## config.mk

```make
export PLATFORM = sky130hd
export DESIGN_NAME = alarm_timer_bank
export DESIGN_NICKNAME = d
export VERILOG_FILES = /design/src/rtl/atb_pkg.sv /design/src/rtl/atb_ram.sv /design/src/rtl/atb_fifo.sv /design/src/rtl/atb_front.sv /design/src/rtl/atb_exec.sv /design/src/rtl/alarm_timer_bank.sv
export SDC_FILE = /design/constraint.sdc
export NUM_CORES = 1
export LEC_CHECK = 0
export BUFFER_PORTS_ARGS = -buffer_cell sky130_fd_sc_hd__buf_2
export CAP_MARGIN = 10
export CELL_PAD_IN_SITES_DETAIL_PLACEMENT = 0
export CELL_PAD_IN_SITES_GLOBAL_PLACEMENT = 1
export CORE_MARGIN = 3
export CORE_UTILIZATION = 55
export DETAILED_ROUTE_END_ITERATION = 8
export GPL_TIMING_DRIVEN = 0
export HOLD_SLACK_MARGIN = 0.08
export PLACE_DENSITY_LB_ADDON = 0.15
export SYNTH_ARGS = -nofsm -noshare
export SYNTH_HDL_FRONTEND = slang
export SYNTH_SLANG_ARGS = --single-unit
```

## constraint.sdc

```tcl
create_clock -name clk -period 14.8 [get_ports clk]
set_clock_uncertainty 0.1 [all_clocks]
set_input_delay 4.44 -clock clk [delete_from_list [all_inputs] [get_ports clk]]
set_output_delay 4.44 -clock clk [all_outputs]
set_load 0.05 [all_outputs]
```

## src/rtl/atb_pkg.sv

```systemverilog
// Package with the word types, command and result codes, and sizing constants of the alarm bank.
`default_nettype none
package atb_pkg;

  localparam int NUM_ALARMS_DEF = 8;
  localparam int OP_Q_DEPTH = 2;
  localparam int RES_Q_DEPTH = 4;

  localparam logic [2:0] CMD_TICK      = 3'd0;
  localparam logic [2:0] CMD_SET_REL   = 3'd1;
  localparam logic [2:0] CMD_SET_ABS   = 3'd2;
  localparam logic [2:0] CMD_CANCEL    = 3'd3;
  localparam logic [2:0] CMD_READ      = 3'd4;
  localparam logic [2:0] CMD_READ_TICK = 3'd5;

  localparam logic [2:0] KIND_ACK    = 3'd0;
  localparam logic [2:0] KIND_FIRED  = 3'd1;
  localparam logic [2:0] KIND_REMAIN = 3'd2;
  localparam logic [2:0] KIND_TICK   = 3'd3;
  localparam logic [2:0] KIND_BAD_ID = 3'd4;

  typedef struct packed {
    logic [2:0]  command;
    logic [5:0]  alarm_id;
    logic [31:0] start_value;
    logic [31:0] cycle_value;
  } in_word_t;

  typedef struct packed {
    logic [2:0]  kind;
    logic [5:0]  fired_id;
    logic [31:0] value;
    logic        last;
  } out_word_t;

  typedef enum logic [2:0] {
    OP_TICK,
    OP_SET_REL,
    OP_SET_ABS,
    OP_CANCEL,
    OP_READ,
    OP_READ_TICK,
    OP_ACK,
    OP_BAD_ID
  } op_t;

  typedef struct packed {
    op_t         op;
    logic [5:0]  alarm_id;
    logic [31:0] start_value;
    logic [31:0] cycle_value;
  } op_word_t;

  typedef enum logic [1:0] {
    ST_IDLE,
    ST_TICK,
    ST_READ
  } exec_state_t;

endpackage
`default_nettype wire

```

## src/rtl/atb_ram.sv

```systemverilog
// Generic single-write, single-read RAM with registered read data.
`default_nettype none
module atb_ram #(
  parameter int WIDTH = 64,
  parameter int DEPTH = 8,
  localparam int AW = (DEPTH > 1) ? $clog2(DEPTH) : 1
) (
  input  wire logic                  clk,
  input  wire logic                  we,
  input  wire logic [AW-1:0]         waddr,
  input  wire logic [WIDTH-1:0]      wdata,
  input  wire logic                  re,
  input  wire logic [AW-1:0]         raddr,
  output logic      [WIDTH-1:0]      rdata
);
  logic [WIDTH-1:0] mem_r [DEPTH];
  logic [WIDTH-1:0] rdata_r;

  always_ff @(posedge clk) begin
    if (we) begin
      mem_r[waddr] <= wdata;
    end
    if (re) begin
      rdata_r <= mem_r[raddr];
    end
  end

  assign rdata = rdata_r;

endmodule
`default_nettype wire

```

## src/rtl/atb_fifo.sv

```systemverilog
// Small first-in first-out queue with show-ahead read data.
`default_nettype none
module atb_fifo #(
  parameter int WIDTH = 8,
  parameter int DEPTH = 2
) (
  input  wire logic             clk,
  input  wire logic             rst_n,
  input  wire logic             push,
  input  wire logic [WIDTH-1:0] wdata,
  output logic                  full,
  input  wire logic             pop,
  output logic      [WIDTH-1:0] rdata,
  output logic                  empty
);
  localparam int PW = (DEPTH > 1) ? $clog2(DEPTH) : 1;
  localparam int CW = $clog2(DEPTH + 1);

  logic [WIDTH-1:0] mem_r [DEPTH];
  logic [PW-1:0]    wr_ptr_r, wr_ptr_nxt;
  logic [PW-1:0]    rd_ptr_r, rd_ptr_nxt;
  logic [CW-1:0]    cnt_r, cnt_nxt;
  logic             do_push, do_pop;

  assign full    = (cnt_r == CW'(DEPTH));
  assign empty   = (cnt_r == '0);
  assign do_push = push && !full;
  assign do_pop  = pop && !empty;
  assign rdata   = mem_r[rd_ptr_r];

  always_comb begin
    wr_ptr_nxt = wr_ptr_r;
    rd_ptr_nxt = rd_ptr_r;
    cnt_nxt    = cnt_r;
    if (do_push) begin
      wr_ptr_nxt = (wr_ptr_r == PW'(DEPTH - 1)) ? '0 : wr_ptr_r + 1'b1;
    end
    if (do_pop) begin
      rd_ptr_nxt = (rd_ptr_r == PW'(DEPTH - 1)) ? '0 : rd_ptr_r + 1'b1;
    end
    if (do_push && !do_pop) begin
      cnt_nxt = cnt_r + 1'b1;
    end else if (do_pop && !do_push) begin
      cnt_nxt = cnt_r - 1'b1;
    end
  end

  always_ff @(posedge clk) begin
    if (!rst_n) begin
      wr_ptr_r <= '0;
      rd_ptr_r <= '0;
      cnt_r    <= '0;
    end else begin
      wr_ptr_r <= wr_ptr_nxt;
      rd_ptr_r <= rd_ptr_nxt;
      cnt_r    <= cnt_nxt;
    end
  end

  always_ff @(posedge clk) begin
    if (do_push) begin
      mem_r[wr_ptr_r] <= wdata;
    end
  end

endmodule
`default_nettype wire

```

## src/rtl/atb_front.sv

```systemverilog
// Front end that decodes each accepted word and range-checks set/cancel/read ids.
`default_nettype none
module atb_front import atb_pkg::*; #(
  parameter int NUM_ALARMS = NUM_ALARMS_DEF
) (
  input  wire logic     in_push,
  input  wire in_word_t in_word,
  output logic          in_full,
  output logic          op_push,
  output op_word_t      op_word,
  input  wire logic     op_full
);
  logic id_ok;

  assign id_ok   = ({1'b0, in_word.alarm_id} < 7'(NUM_ALARMS));
  assign in_full = op_full;
  assign op_push = in_push;

  always_comb begin
    op_word.alarm_id    = in_word.alarm_id;
    op_word.start_value = in_word.start_value;
    op_word.cycle_value = in_word.cycle_value;
    case (in_word.command)
      CMD_TICK:      op_word.op = OP_TICK;
      CMD_READ_TICK: op_word.op = OP_READ_TICK;
      CMD_SET_REL:   op_word.op = id_ok ? OP_SET_REL : OP_BAD_ID;
      CMD_SET_ABS:   op_word.op = id_ok ? OP_SET_ABS : OP_BAD_ID;
      CMD_CANCEL:    op_word.op = id_ok ? OP_CANCEL : OP_BAD_ID;
      CMD_READ:      op_word.op = id_ok ? OP_READ : OP_BAD_ID;
      default:       op_word.op = OP_ACK;
    endcase
  end

endmodule
`default_nettype wire

```

## src/rtl/atb_exec.sv

```systemverilog
// Back end that executes decoded operations on the tick counter and the alarm table.
`default_nettype none
module atb_exec import atb_pkg::*; #(
  parameter int NUM_ALARMS = NUM_ALARMS_DEF
) (
  input  wire logic     clk,
  input  wire logic     rst_n,
  input  wire logic     op_empty,
  input  wire op_word_t op_word,
  output logic          op_pop,
  output logic          res_push,
  output out_word_t     res_word,
  input  wire logic     res_full
);
  localparam int IDX_W = (NUM_ALARMS > 1) ? $clog2(NUM_ALARMS) : 1;
  localparam int CNT_W = $clog2(NUM_ALARMS + 1);

  exec_state_t            state_r, state_nxt;
  logic [31:0]            tick_r, tick_nxt;
  logic [CNT_W-1:0]       idx_r, idx_nxt;
  logic                   pend_v_r, pend_v_nxt;
  logic [IDX_W-1:0]       pend_idx_r, pend_idx_nxt;
  logic                   held_v_r, held_v_nxt;
  logic [5:0]             held_id_r, held_id_nxt;
  logic [NUM_ALARMS-1:0]  valid_r, valid_nxt;

  logic                   ram_we, ram_re;
  logic [IDX_W-1:0]       ram_waddr, ram_raddr, op_idx;
  logic [63:0]            ram_wdata, ram_rdata;
  logic [31:0]            cur_rem, cur_per, dec_rem;

  function automatic out_word_t mk_word(logic [2:0] kind, logic [5:0] id,
                                        logic [31:0] value, logic last);
    out_word_t w;
    w.kind     = kind;
    w.fired_id = id;
    w.value    = value;
    w.last     = last;
    return w;
  endfunction

  atb_ram #(
    .WIDTH (64),
    .DEPTH (NUM_ALARMS)
  ) u_alarm_ram (
    .clk   (clk),
    .we    (ram_we),
    .waddr (ram_waddr),
    .wdata (ram_wdata),
    .re    (ram_re),
    .raddr (ram_raddr),
    .rdata (ram_rdata)
  );

  // An entry never written since reset reads as an inactive alarm.
  assign cur_rem = valid_r[pend_idx_r] ? ram_rdata[31:0] : '0;
  assign cur_per = valid_r[pend_idx_r] ? ram_rdata[63:32] : '0;
  assign dec_rem = cur_rem - 32'd1;
  assign op_idx  = op_word.alarm_id[IDX_W-1:0];

  always_comb begin
    state_nxt    = state_r;
    tick_nxt     = tick_r;
    idx_nxt      = idx_r;
    pend_v_nxt   = pend_v_r;
    pend_idx_nxt = pend_idx_r;
    held_v_nxt   = held_v_r;
    held_id_nxt  = held_id_r;
    valid_nxt    = valid_r;
    op_pop       = 1'b0;
    res_push     = 1'b0;
    res_word     = mk_word(KIND_ACK, 6'd0, 32'd0, 1'b1);
    ram_we       = 1'b0;
    ram_waddr    = op_idx;
    ram_wdata    = '0;
    ram_re       = 1'b0;
    ram_raddr    = op_idx;
    case (state_r)
      ST_IDLE: begin
        if (!op_empty && !res_full) begin
          op_pop = 1'b1;
          case (op_word.op)
            OP_TICK: begin
              tick_nxt   = tick_r + 32'd1;
              idx_nxt    = '0;
              pend_v_nxt = 1'b0;
              held_v_nxt = 1'b0;
              state_nxt  = ST_TICK;
            end
            OP_SET_REL: begin
              ram_we            = 1'b1;
              ram_wdata         = {op_word.cycle_value, op_word.start_value};
              valid_nxt[op_idx] = 1'b1;
              res_push          = 1'b1;
            end
            OP_SET_ABS: begin
              ram_we            = 1'b1;
              ram_wdata         = {op_word.cycle_value, op_word.start_value - tick_r};
              valid_nxt[op_idx] = 1'b1;
              res_push          = 1'b1;
            end
            OP_CANCEL: begin
              ram_we            = 1'b1;
              valid_nxt[op_idx] = 1'b1;
              res_push          = 1'b1;
            end
            OP_READ: begin
              ram_re       = 1'b1;
              pend_idx_nxt = op_idx;
              state_nxt    = ST_READ;
            end
            OP_READ_TICK: begin
              res_push = 1'b1;
              res_word = mk_word(KIND_TICK, 6'd0, tick_r, 1'b1);
            end
            OP_BAD_ID: begin
              res_push = 1'b1;
              res_word = mk_word(KIND_BAD_ID, op_word.alarm_id, 32'd0, 1'b1);
            end
            default: begin
              res_push = 1'b1;
            end
          endcase
        end
      end
      ST_READ: begin
        res_push  = 1'b1;
        res_word  = mk_word(KIND_REMAIN, 6'(pend_idx_r), cur_rem, 1'b1);
        state_nxt = ST_IDLE;
      end
      ST_TICK: begin
        // One fired event is held back so the final one can be marked last.
        if (!res_full) begin
          if (pend_v_r && (cur_rem != '0)) begin
            ram_we    = 1'b1;
            ram_waddr = pend_idx_r;
            if (dec_rem == '0) begin
              ram_wdata   = {cur_per, cur_per};
              res_push    = held_v_r;
              res_word    = mk_word(KIND_FIRED, held_id_r, 32'd0, 1'b0);
              held_v_nxt  = 1'b1;
              held_id_nxt = 6'(pend_idx_r);
            end else begin
              ram_wdata = {cur_per, dec_rem};
            end
          end
          if (idx_r < CNT_W'(NUM_ALARMS)) begin
            ram_re       = 1'b1;
            ram_raddr    = idx_r[IDX_W-1:0];
            pend_v_nxt   = 1'b1;
            pend_idx_nxt = idx_r[IDX_W-1:0];
            idx_nxt      = idx_r + 1'b1;
          end else begin
            pend_v_nxt = 1'b0;
            if (!pend_v_r) begin
              res_push  = 1'b1;
              res_word  = held_v_r ? mk_word(KIND_FIRED, held_id_r, 32'd0, 1'b1)
                                   : mk_word(KIND_ACK, 6'd0, 32'd0, 1'b1);
              state_nxt = ST_IDLE;
            end
          end
        end
      end
      default: begin
        state_nxt = ST_IDLE;
      end
    endcase
  end

  always_ff @(posedge clk) begin
    if (!rst_n) begin
      state_r  <= ST_IDLE;
      tick_r   <= '0;
      idx_r    <= '0;
      pend_v_r <= 1'b0;
      held_v_r <= 1'b0;
      valid_r  <= '0;
    end else begin
      state_r  <= state_nxt;
      tick_r   <= tick_nxt;
      idx_r    <= idx_nxt;
      pend_v_r <= pend_v_nxt;
      held_v_r <= held_v_nxt;
      valid_r  <= valid_nxt;
    end
  end

  always_ff @(posedge clk) begin
    pend_idx_r <= pend_idx_nxt;
    held_id_r  <= held_id_nxt;
  end

`ifndef SYNTH
  a_no_push_when_full: assert property (@(posedge clk) disable iff (!rst_n)
    res_push |-> !res_full)
    else $error("result pushed into a full queue");

  a_read_one_cycle: assert property (@(posedge clk) disable iff (!rst_n)
    (state_r == ST_READ) |=> (state_r == ST_IDLE))
    else $error("alarm read did not complete in one cycle");

  a_no_same_entry: assert property (@(posedge clk) disable iff (!rst_n)
    (ram_we && ram_re) |-> (ram_waddr != ram_raddr))
    else $error("alarm entry read and written in the same cycle");

  a_idle_no_pending: assert property (@(posedge clk) disable iff (!rst_n)
    (state_r == ST_IDLE) |-> !pend_v_r)
    else $error("tick walk left an entry pending");
`endif

endmodule
`default_nettype wire

```

## src/rtl/alarm_timer_bank.sv

```systemverilog
// Every word goes through the command queue, the executor and the result
// queue in turn; an alarm read also waits for the registered read of the alarm table.
// The executor takes no new word until an alarm read or a tick is done, and it stalls
// while the result queue is full; otherwise a tick reads one alarm table entry per cycle.
// Reset (rst_n low, synchronous) empties both queues, clears the tick counter and
// marks every alarm entry unwritten, so all alarms read as inactive at once.
`default_nettype none
module alarm_timer_bank import atb_pkg::*; #(
  parameter int NUM_ALARMS = NUM_ALARMS_DEF
) (
  input  wire logic      clk,
  input  wire logic      rst_n,
  input  wire logic      in_push,
  input  wire in_word_t  in_word,
  output logic           in_full,
  input  wire logic      out_pop,
  output out_word_t      out_word,
  output logic           out_empty
);
  localparam int OP_W  = $bits(op_word_t);
  localparam int RES_W = $bits(out_word_t);

  logic              op_push, op_full, op_empty, op_pop;
  op_word_t          fe_op, q_op;
  logic [OP_W-1:0]   q_op_bits;
  logic              res_push, res_full;
  out_word_t         res_word;
  logic [RES_W-1:0]  res_bits;

  atb_front #(
    .NUM_ALARMS (NUM_ALARMS)
  ) u_front (
    .in_push (in_push),
    .in_word (in_word),
    .in_full (in_full),
    .op_push (op_push),
    .op_word (fe_op),
    .op_full (op_full)
  );

  atb_fifo #(
    .WIDTH (OP_W),
    .DEPTH (OP_Q_DEPTH)
  ) u_op_q (
    .clk   (clk),
    .rst_n (rst_n),
    .push  (op_push),
    .wdata (OP_W'(fe_op)),
    .full  (op_full),
    .pop   (op_pop),
    .rdata (q_op_bits),
    .empty (op_empty)
  );

  assign q_op = op_word_t'(q_op_bits);

  atb_exec #(
    .NUM_ALARMS (NUM_ALARMS)
  ) u_exec (
    .clk      (clk),
    .rst_n    (rst_n),
    .op_empty (op_empty),
    .op_word  (q_op),
    .op_pop   (op_pop),
    .res_push (res_push),
    .res_word (res_word),
    .res_full (res_full)
  );

  atb_fifo #(
    .WIDTH (RES_W),
    .DEPTH (RES_Q_DEPTH)
  ) u_res_q (
    .clk   (clk),
    .rst_n (rst_n),
    .push  (res_push),
    .wdata (RES_W'(res_word)),
    .full  (res_full),
    .pop   (out_pop),
    .rdata (res_bits),
    .empty (out_empty)
  );

  assign out_word = out_word_t'(res_bits);

endmodule
`default_nettype wire
```

==> out/results.txt <==
The flow ran to the end, and the final reports show no timing, DRC or antenna violations. In this run the power density over the cells is 168 nW/um^2. The run gives 7.26 ns as the setup slack after layout. The yosys synthesis warning count is 0, and the cell depth of the worst min-delay path is 0.

The net count of the finished layout is 2719. Using the TritonRoute via totals, the vias-per-cell ratio works out to 6.22. The share of synthesized cell area in full adder, half adder and majority cells was 0.0141. For this design, the slowest cell found on the critical path is sky130_fd_sc_hd__buf_1. The maximum root-to-sink buffer count is 3, and the number of rows in the core area is 98. Port buffering added 120 buffers. The sequential-to-total area share from yosys stat came out at 0.701. The logs give 76300 sq um for the die area and 0.270 for the aggregate global-route resource usage. Number of vias after detailed routing: 22.6k.

For this design, the sink count on the clock tree is 958. The run gives 0 as the count of final hold-check violations. Once layout is done, the placed cells without fillers occupy 45900 sq um. The post-route minimum period was 7.54 ns; the area fraction in compound gates after synthesis was 0.0553. The clock tree synthesis step divided the H-tree into 3 levels. The run gives 0 as the final number of max-transition violations. In this run the register-to-register setup slack is 7.92 ns. The die boundary width was 276 microns. The synthesized net count was 2464. The worst hold path class is reg2reg. The largest family of logic cells by synthesized area was multiplexers. The mean instance size in the synthesized netlist came out at 17.1 sq um. Entering global routing, the biggest net connects 52 pins. The primary flip-flop cell chosen by synthesis mapping is sky130_fd_sc_hd__edfxtp_1.

In this run, synthesis produced a sequential element count of 958. The synthesized design contains 896 enable-type register cells. In the final timing run, aggregate negative setup slack is 0 ns.

The xor-xnor portion of the synthesized cell area was 0.0168. Clock latency on the worst-skew pair, taken at its later pin, is 0.67 ns. The routed metal-1 wire length was 42.1 mm. The overall overflow remaining after global route is 0. The buffer cell driving the clock tree root is sky130_fd_sc_hd__clkbuf_16.

The mux cell area share after synthesis was 0.138; the placeable core region was 71900 sq um. Yosys instantiated no cell more often than sky130_fd_sc_hd__edfxtp_1. Dividing the detail-routed wire length by the instance count gives 28.3 microns.

The critical path goes through clkbuf_1, buf_1, mux4_2, buf_2. The proportion of netlist area held by the largest area contributor came out at 0.670. Setup repair after global routing left no endpoint under its margin.

At the pin with the least slew margin, the transition time is 1.15 ns. For the detailed route wirelength on metal2, the log shows 51.5 mm. Data on the critical path arrives at its endpoint at 3.00 ns. Summed over all nets, the half-perimeter wirelength after detailed placement is 72.3 mm.

Number of filler cells placed in the layout: 5137. The number of hold buffers added after CTS was 0. Of all cell types, the one taking the most synthesized area is sky130_fd_sc_hd__edfxtp_1. The tools report the worst slew margin relative to its limit as 0.235. The clock-pin transition on the worst setup and hold timing paths is 0.06 ns, and the ratio of final minimum period to clock period is 0.509. The pre-CTS setup slack was 7.86 ns.

The logs give 0.916 for the weighted congestion reported at the end of routability-driven placement and 2 for the initial antenna violation count. After synthesis, the most frequently instantiated cells are sky130_fd_sc_hd__edfxtp_1, sky130_fd_sc_hd__mux4_2, sky130_fd_sc_hd__nor2_1, sky130_fd_sc_hd__nand2_1, sky130_fd_sc_hd__mux2_2. For this block, the initial DRC count from the detailed router was 2107.

The synthesized netlist contains 87 unique library cells. The cell count after synthesis came out at 2343. TritonCTS built the clock tree. The number of max-cap violations is 0.

Of all nets on the critical path, the largest fanout is 10. The delay of the slowest cell on the worst path is 0.75 ns. The wire length reported by the detailed router was 103 mm; the via count of the first global-routing pass was 23.1k.

After clock tree synthesis, the repair step resized 0 gates. The first global-routing pass estimated 152 mm of wire. For the worst setup path, the data required time is 10.26 ns. The number of remaining DRC errors is 0, and the basic-gate share of the synthesized area counting and, or, nand and nor cells is 0.0574.

The uppermost signal routing layer after detailed routing was met5. The floorplan step set the die height to 276 microns. The tools report the critical path capture point type as an output port.

Yosys attributes the largest share of cell area to sky130_fd_sc_hd__edfxtp_1, sky130_fd_sc_hd__mux4_2, sky130_fd_sc_hd__dfxtp_1. For the worst ir drop on vdd, the log shows 0.000130 V. The final number of setup-violating endpoints is 0.

The starting utilization of the core area is 0.559, and the number of CTS-inserted buffers is 95. 121 I/O pins were placed. The critical path in this run is classified as reg2out. The ratio of cells with drive above 1 in the final layout works out to 0.229. The run gives 5.53 mm as the met3 wire length.

The fraction of synthesis flops using an asynchronous set or reset pin was 0; the synthesis-to-layout area growth was 14.2%. After clock tree synthesis, the setup repair step added 0 buffers. The placed instances occupy a cell area of 42900 sq um.

The run gives 0.133 GHz as the achievable clock frequency. The count of nets left with antenna violations once routing finished came out at 0. Netlist area before placement: 40100 sq um. The analysis attributes to cell leakage a power of 14.8 nW.

For this run, the detailed router's first-pass iteration total came to 8. Measured in cells, the most critical reg-to-reg path has a length of 19. STA classifies the critical path startpoint as a flip-flop.
==> sequential cells by signal (all words and copies together), names as in the netlist, 4 cells and up, named ones only <==
register,count
u_res_q.mem_r,168
u_op_q.mem_r,146
u_exec.idx_r,4
u_exec.tick_r,32
u_exec.valid_r,8
u_exec.u_alarm_ram.mem_r,512
u_exec.u_alarm_ram.rdata,64
==> power breakdown <==
| part | leakage (nW) | total [W] | switching, W | internal (W) |
|---|---|---|---|---|
| Sequential | 8.63 | 0.00342 | 0.000118 | 0.00330 |
| Clock | 1.44 | 0.00230 | 0.00102 | 0.00128 |
| Combinational | 4.78 | 0.00197 | 0.00121 | 0.000757 |
| Total | 14.8 | 0.00768 | 0.00235 | 0.00534 |
==> logic make-up (layout without fill, tap and decap cells) <==
family,after synthesis,after routing
mux,324,324
other cells,0,1
xor+xnor,77,77
simple gates,447,447
flops,958,958
buf+inv,169,502
fa+ha+maj,44,44
compound gates,324,324
==> layout make-up <==
| cell class | instances | area [sq um] | share of cell area |
|---|---|---|---|
| Inverter | 55 | 206 | 0.00450 |
| Buffer | 114 | 502 | 0.0109 |
| Multi-Input combinational cell | 1216 | 11400 | 0.249 |
| Antenna cell | 1 | 2.50 | 0.0000546 |
| Clock buffer | 127 | 2540 | 0.0554 |
| Timing Repair Buffer | 158 | 1430 | 0.0311 |
| Sequential cell | 958 | 28100 | 0.614 |
| Clock inverter | 48 | 423 | 0.00922 |
| Tap cell | 950 | 1190 | 0.0259 |
==> layer usage <==
layer  vias to the layer above  GRT usage
li1                       9875          -
met1                     11692      0.368
met2                       802      0.456
met3                       186     0.0366
met4                         2     0.0852
met5                         -          0
==> through the flow <==
| step | hold WS [ns] | instances | util | total power [W] |
|---|---|---|---|---|
| 2_1_floorplan | 0.324 | 2343 | - | 0.00481 |
| 3_3_place_gp | 0.337 | 3413 | 0.584 | 0.00537 |
| 3_5_place_dp | 0.340 | 3450 | 0.597 | 0.00544 |
| 4_1_cts | 0.354 | 3625 | 0.638 | 0.00773 |
| 5_1_grt | 0.380 | 3627 | 0.638 | 0.00798 |
| 6_report | 0.352 | 3627 | 0.638 | 0.00768 |
==> critical path, delay by kind of cell, from the launching register on <==
kind                   cells  cell delay [ns]
muxes                      1             0.61
DFF                        1             0.30
buffers and inverters      3             1.42
==> path summary, 6_finish.rpt <==
| path | startpoint | endpoint |
|---|---|---|
| setup / recovery | flip-flop | out_word[9] |
| setup reg to reg | u_exec.pend_idx_r[1] | u_res_q.cnt_r[2] |
| hold / removal | u_exec.pend_idx_r[1] | u_exec.held_id_r[1] |
| hold reg to reg | u_exec.pend_idx_r[1] | u_exec.held_id_r[1] |
==> placed cells by master (no fill, tap or decap), drive strengths merged, types with 7 or more instances in the layout <==
master	count
buf	187
or3	13
xnor2	58
mux4	172
clkinv	37
o22ai	22
edfxtp	896
mux2	100
o31ai	8
clkbuf	211
and3	12
a211oi	10
nand2	107
dfxtp	62
o21a	21
o21ai	69
ha	42
mux2i	52
nor3b	7
inv	60
nand3	37
nor2b	13
nor2	109
o21bai	9
nor4	18
a31oi	8
xor2	19
and2	47
a22oi	48
nor3	28
a221o	9
or4	7
nand4	12
a21oi	45
o211ai	8
nand2b	15
a21o	20
(Power assumes the default switching activity.)
